File: src/design/u8d_pkg.sv
// u8d_pkg: shared widths, byte-class constants and structs for the UTF-8 decoder.
// No dependencies; used by the channel interfaces, u8d_dec and the top level.
`timescale 1ns / 1ps
package u8d_pkg;

  localparam int unsigned ByteW = 8;
  localparam int unsigned CpW   = 22;
  localparam int unsigned RemW  = 2;

  // lead byte classes (mask / match pairs)
  localparam logic [ByteW-1:0] AsciiMask = 8'b1000_0000;
  localparam logic [ByteW-1:0] Lead4Pat  = 8'b1111_0000;
  localparam logic [ByteW-1:0] Lead3Pat  = 8'b1110_0000;
  localparam logic [ByteW-1:0] Lead2Pat  = 8'b1100_0000;

  // payload masks
  localparam logic [ByteW-1:0] Lead4Pay  = 8'b0000_1111;
  localparam logic [ByteW-1:0] Lead3Pay  = 8'b0001_1111;
  localparam logic [ByteW-1:0] SixPay    = 8'b0011_1111;

  localparam int unsigned Lead4Shift = 18;
  localparam int unsigned Lead3Shift = 12;
  localparam int unsigned Lead2Shift = 6;

  localparam logic [RemW-1:0] RemNone  = 2'd0;
  localparam logic [RemW-1:0] RemOne   = 2'd1;
  localparam logic [RemW-1:0] RemTwo   = 2'd2;
  localparam logic [RemW-1:0] RemThree = 2'd3;

  localparam logic [CpW-1:0] BadLeadCp = 22'd1;

  typedef struct packed {
    logic [RemW-1:0] remaining;
    logic [CpW-1:0]  acc;
  } u8d_state_t;

  typedef struct packed {
    logic           emit;
    logic [CpW-1:0] code_point;
    logic           bad_lead;
  } u8d_res_t;

endpackage

File: src/design/u8d_if.sv
// u8d_if: valid/ready channel interfaces for the byte input and code point output.
// Depends on u8d_pkg for field widths.
`timescale 1ns / 1ps
interface u8d_byte_if;
  logic                         valid;
  logic                         ready;
  logic [u8d_pkg::ByteW-1:0]    in_byte;

  modport source (output valid, output in_byte, input ready);
  modport sink   (input valid, input in_byte, output ready);
endinterface

interface u8d_cp_if;
  logic                         valid;
  logic                         ready;
  logic [u8d_pkg::CpW-1:0]      code_point;
  logic                         bad_lead;

  modport source (output valid, output code_point, output bad_lead, input ready);
  modport sink   (input valid, input code_point, input bad_lead, output ready);
endinterface

File: src/design/u8d_dec.sv
// u8d_dec: per-byte decode step; next decoder state and optional code point.
// Depends on u8d_pkg.
`timescale 1ns / 1ps
module u8d_dec (
  input  logic [u8d_pkg::ByteW-1:0] byte_i,
  input  u8d_pkg::u8d_state_t       state_i,
  output u8d_pkg::u8d_state_t       state_o,
  output u8d_pkg::u8d_res_t         res_o
);
  import u8d_pkg::*;

  logic [RemW-1:0] rem_dec;
  logic [CpW-1:0]  six_bits;
  logic [CpW-1:0]  acc_or;

  assign rem_dec  = state_i.remaining - RemOne;
  assign six_bits = CpW'(byte_i & SixPay);

  always_comb begin
    case (rem_dec)
      RemNone: acc_or = state_i.acc | six_bits;
      RemOne:  acc_or = state_i.acc | (six_bits << Lead2Shift);
      RemTwo:  acc_or = state_i.acc | (six_bits << Lead3Shift);
      default: acc_or = state_i.acc | (six_bits << Lead4Shift);
    endcase
  end

  always_comb begin
    state_o = state_i;
    res_o   = '0;
    if (state_i.remaining == RemNone) begin
      if ((byte_i & AsciiMask) == '0) begin
        res_o.emit       = 1'b1;
        res_o.code_point = CpW'(byte_i);
      end else if ((byte_i & Lead4Pat) == Lead4Pat) begin
        state_o.remaining = RemThree;
        state_o.acc       = CpW'(byte_i & Lead4Pay) << Lead4Shift;
      end else if ((byte_i & Lead3Pat) == Lead3Pat) begin
        state_o.remaining = RemTwo;
        state_o.acc       = CpW'(byte_i & Lead3Pay) << Lead3Shift;
      end else if ((byte_i & Lead2Pat) == Lead2Pat) begin
        state_o.remaining = RemOne;
        state_o.acc       = CpW'(byte_i & SixPay) << Lead2Shift;
      end else begin
        // stray continuation byte in lead position
        res_o.emit       = 1'b1;
        res_o.code_point = BadLeadCp;
        res_o.bad_lead   = 1'b1;
      end
    end else begin
      state_o.remaining = rem_dec;
      if (rem_dec == RemNone) begin
        res_o.emit       = 1'b1;
        res_o.code_point = acc_or;
        state_o.acc      = '0;
      end else begin
        state_o.acc = acc_or;
      end
    end
  end

endmodule

File: src/design/utf8_stream_decoder_top.sv
// utf8_stream_decoder_top: streaming UTF-8 decoder, one byte per transfer.
// Depends on u8d_pkg, u8d_byte_if / u8d_cp_if and u8d_dec.
//
// Usage:
//   byte_i (sink) takes one raw byte per transfer; cp_o (source) gives one
//   decoded code point per transfer, with bad_lead set and code_point 1 when a
//   10xxxxxx byte stood where a lead byte was expected.
//   ASCII bytes, stray continuations and the last byte of a multi-byte
//   sequence each produce one result; lead and middle bytes produce none.
//   Result path: the byte that completes a result sits in the input register,
//   is decoded there, and the result is loaded into the result register
//   that drives cp_o.
//   Throughput: one byte per cycle unless stalled (see Stall), set by the
//   single decode stage between the input register and the result register.
//   Stall: while cp_o holds a result that is not taken, a byte that yields no
//   result still drains; a byte that yields one waits in the input register and
//   byte_i.ready drops once that register is full.
//   Reset: asynchronous, active low; clears both valid flags and the decoder
//   state, so the next byte is taken as a lead byte.
`timescale 1ns / 1ps
module utf8_stream_decoder_top (
  input  logic clk_i,
  input  logic rst_ni,
  u8d_byte_if.sink  byte_i,
  u8d_cp_if.source  cp_o
);
  import u8d_pkg::*;

  logic             in_valid_q;
  logic [ByteW-1:0] in_byte_q;
  u8d_state_t       state_q;
  u8d_state_t       state_d;
  u8d_res_t         res;
  logic             out_valid_q;
  logic [CpW-1:0]   out_cp_q;
  logic             out_bad_q;
  logic             advance;
  logic             in_take;

  u8d_dec u_dec (
    .byte_i  (in_byte_q),
    .state_i (state_q),
    .state_o (state_d),
    .res_o   (res)
  );

  // input stage moves on unless its result would overwrite a waiting one
  assign advance = in_valid_q && (!res.emit || !out_valid_q || cp_o.ready);
  assign byte_i.ready = !in_valid_q || advance;
  assign in_take      = byte_i.valid && byte_i.ready;

  assign cp_o.valid      = out_valid_q;
  assign cp_o.code_point = out_cp_q;
  assign cp_o.bad_lead   = out_bad_q;

  always_ff @(posedge clk_i or negedge rst_ni) begin
    if (!rst_ni) begin
      in_valid_q  <= 1'b0;
      out_valid_q <= 1'b0;
      state_q     <= '0;
    end else begin
      if (in_take) begin
        in_valid_q <= 1'b1;
      end else if (advance) begin
        in_valid_q <= 1'b0;
      end
      if (advance) begin
        state_q <= state_d;
      end
      if (advance && res.emit) begin
        out_valid_q <= 1'b1;
      end else if (cp_o.ready) begin
        out_valid_q <= 1'b0;
      end
    end
  end

  always_ff @(posedge clk_i) begin
    if (in_take) begin
      in_byte_q <= byte_i.in_byte;
    end
    if (advance && res.emit) begin
      out_cp_q  <= res.code_point;
      out_bad_q <= res.bad_lead;
    end
  end

endmodule
File: src/flat_wrapper.sv
// flat-port wrapper written by rule: the top's interface ports become plain ports
module utf8_stream_decoder_top_flat import u8d_pkg::*;
  (clk_i, rst_ni, byte_i_valid, byte_i_in_byte, byte_i_ready, cp_o_valid, cp_o_code_point, cp_o_bad_lead, cp_o_ready);
  u8d_byte_if byte_i_i ();
  u8d_cp_if cp_o_i ();
  input  logic clk_i;
  input  logic rst_ni;
  input wire logic [$bits(byte_i_i.valid)-1:0] byte_i_valid;
  input wire logic [$bits(byte_i_i.in_byte)-1:0] byte_i_in_byte;
  output wire logic [$bits(byte_i_i.ready)-1:0] byte_i_ready;
  output wire logic [$bits(cp_o_i.valid)-1:0] cp_o_valid;
  output wire logic [$bits(cp_o_i.code_point)-1:0] cp_o_code_point;
  output wire logic [$bits(cp_o_i.bad_lead)-1:0] cp_o_bad_lead;
  input wire logic [$bits(cp_o_i.ready)-1:0] cp_o_ready;
  assign byte_i_i.valid = byte_i_valid;
  assign byte_i_i.in_byte = byte_i_in_byte;
  assign byte_i_ready = byte_i_i.ready;
  assign cp_o_valid = cp_o_i.valid;
  assign cp_o_code_point = cp_o_i.code_point;
  assign cp_o_bad_lead = cp_o_i.bad_lead;
  assign cp_o_i.ready = cp_o_ready;
  utf8_stream_decoder_top u_core (.clk_i(clk_i), .rst_ni(rst_ni), .byte_i(byte_i_i), .cp_o(cp_o_i));
endmodule
File: config.mk
export PLATFORM = sky130hd
export DESIGN_NAME = utf8_stream_decoder_top_flat
export DESIGN_NICKNAME = d
export VERILOG_FILES = /design/src/design/u8d_pkg.sv /design/src/design/u8d_if.sv /design/src/design/u8d_dec.sv /design/src/design/utf8_stream_decoder_top.sv /design/src/flat_wrapper.sv
export SDC_FILE = /design/constraint.sdc
export NUM_CORES = 1
export LEC_CHECK = 0
export BUFFER_PORTS_ARGS = -buffer_cell sky130_fd_sc_hd__buf_2
export CELL_PAD_IN_SITES_DETAIL_PLACEMENT = 0
export CELL_PAD_IN_SITES_GLOBAL_PLACEMENT = 1
export CORE_MARGIN = 3
export CORE_UTILIZATION = 31
export DETAILED_ROUTE_END_ITERATION = 12
export PLACE_DENSITY = 0.6
export SYNTH_ARGS = -nofsm -noshare
export SYNTH_HDL_FRONTEND = slang
export SYNTH_HIERARCHICAL = 1
export SYNTH_SLANG_ARGS = --single-unit
File: constraint.sdc
create_clock -name clk_i -period 4.1 [get_ports clk_i]
set_input_delay 0.82 -clock clk_i [delete_from_list [all_inputs] [get_ports clk_i]]
set_output_delay 0.82 -clock clk_i [all_outputs]
set_load 0.02 [all_outputs]
==> flow_summary.toml <==
[synth]
synth_top_cell_area_share_pct = 29.9
synth-edff-count = 31
synth-seq-cells = 57
synth_flop_cell = "edfxtp_1"
synth_common_cells = "35 x nand2_1, 31 x edfxtp_1, 26 x dfrtp_1, 26 x nand2b_1, 24 x nand4b_1"
ys_warn_count = 6
yosys.area.top_type = "edfxtp_1"
syn_area_um2 = 3110
netlist_instances = 292
ys_seq_area_share_pct = 50.8
ys_types = 38
synth.avg_cell_area_um2 = 10.7
synth_area_leaders = "edfxtp_1 30%, dfrtp_1 21%, o211ai_2 8.0%"
async_flop_share_pct = 45.6
post-synth-top-count-cell = "nand2_1"
synth_fp_nets = 304

[routing]
dr.pass1.iters = 4
vias_per_cell = 5.21
vias = 2377
drt-initial-drc-count = 128
wl_per_cell_um = 17.3
ant_nets = 0
wl_um = 7900
drc_errors = 0

[timing]
max_freq_mhz = 380
rsz0062_at_grt = "false"
drv_slew = 0
max_slew_margin_pct = 43.2
period_share_pct = 64.2
hold_viol_final = 0
min_period_ns = 2.63
final.setup.tns_ns = 0
fin_skew_ns = 0.0123
setup_slack_ns = 1.47
setup_viol = 0
worstMarginPinSlew_ns = 0.853

[worst_setup_path]
critPathKind = "register to output pin"
required_ns = 3.28
cp_max_fo = 13
critical_path_arrival_ns = 1.81
cp-start-kind = "register"
critPathCaptureType = "output pin"

[pwr]
p_leak_nw = 1.46
ir_worst_vdd_v = 0.000232
powerDensity_nw_per_um2 = 656

[clock_network]
cts-root-buf = "clkbuf_8"
cts.repair.resized = 0
clk_path_buf_depth = 2
hold_buffers = 0
cts_max_level = 3
clock-sinks = 57
post_cts_buffers = 0
clkLatencyLatePin_ns = 0.34
cts_tree = "built"
cts_made_buffers = 9
clk_pin_slew_ns = 0.07

[final_layout]
areaGrowthSynthToFinish_pct = 14.0
drive_gt1_share_pct = 26.0
nets = 334
fillers = 980
fin_cells = 456
n_antenna_cell = 0

[placed_design]
gp_congestion = 0.742
dp_hpwl_um = 4990
dp_worst_setup_slack_ns = 1.58
port-buffer-count = 36
dp_cells = 440

[die]
start_util_pct = 32.7
die_area_um2 = 11300
placementRows = 35
ios = 37
core_um2 = 9500
die_width_um = 106
die_h_um = 106

[status]
status = "completed"

[global_routing]
grt_overflow = 0
antenna_found_initial = 0
grt_use_total_pct = 14.9
grt_pass1_wl_um = 13000
grt_max_degree = 44
grt_pass1_vias = 2400

[flow_run]
cap_violations = 0

[min_path]
min_path_type = "input port to asynchronous set/reset pin"
## cell families after synthesis
logic type             count (synthesis)  synth area share (%)
and+or+nand+nor                      125                  24.3
AOI/OAI and AO/OA                     79                  19.7
DFF                                   57                  50.8
buffers and inverters                 31                  5.15
## critical path, cell delays in order, from the launching register on
cell	delay, ns
edfxtp_1	0.47
and2_2	0.27
a21oi_1	0.19
buf_4	0.24
nand3_1	0.09
buf_2	0.20
## state kept, by name (all words and copies together), names as in the netlist
signal                  cells
u_core/cp_o.code_point     22
u_core/in_byte_q            8
u_core/cp_o.bad_lead        1
u_core/in_valid_q           1
u_core/state_q             24
u_core/cp_o.valid           1
## cell usage in the layout, fill, tap and decap left out, drive strengths merged, types with 9 or more instances in the layout
cell type / count
a21oi: 20
nand2: 36
o21ai: 15
and3: 16
dfrtp: 26
buf: 43
nand2b: 26
edfxtp: 31
o211ai: 25
nand4b: 24
clkbuf: 9
## per-layer routing
layer	global-route usage (%)	share of wire, %	vias to the layer above
li1	-	-	1148
met1	20.3	47	1172
met2	23.3	48	48
met3	2.55	4.0	9
met4	6.38	1.5	0
met5	0	0	-
## cell type report
class | count | area, µm² | share of cell area, %
inverters | 7 | 26.3 | 0.741
clock buffers | 9 | 124 | 3.49
multi-input cells | 204 | 1370 | 38.7
repair buffers | 43 | 233 | 6.56
flip-flops and latches | 57 | 1580 | 44.6
clock inverters | 7 | 47.5 | 1.34
well taps | 129 | 161 | 4.55
## report_power, final
group	internal [W]	total [W]	switching, W
combinational	0.000316	0.000870	0.000554
clock	0.000217	0.000460	0.000242
sequential	0.000808	0.000995	0.000187
## stage by stage
step	total power [W]	hold WS, ns	util (%)	instance area (µm²)
finish	0.00232	0.499	37.3	3550
global route	0.00250	0.538	37.3	3550
CTS	0.00235	0.518	37.3	3550
detailed placement	0.00189	0.532	35.5	3370
global placement	0.00187	0.520	35.5	3370
floorplan	0.00162	0.486	-	3110
## final timing paths
check | startpoint | endpoint | slack [ns] | cells after the start
worst max register to register | u_core/in_byte_q[7] | u_core/state_q[2] | 1.58 | 6
worst min register to register | u_core/state_q[5] | u_core/state_q[5] | 0.55 | 2
worst max-delay path | u_core/in_byte_q[7] | byte_i_ready | 1.47 | 5
min in group clk_i | u_core/state_q[5] | u_core/state_q[5] | 0.55 | 2
max in group asynchronous | rst_ni | u_core/state_q[7] | 3.19 | 1
worst min-delay path | rst_ni | u_core/state_q[8] | 0.50 | 1
No activity file was read; power rests on OpenSTA's default activity.
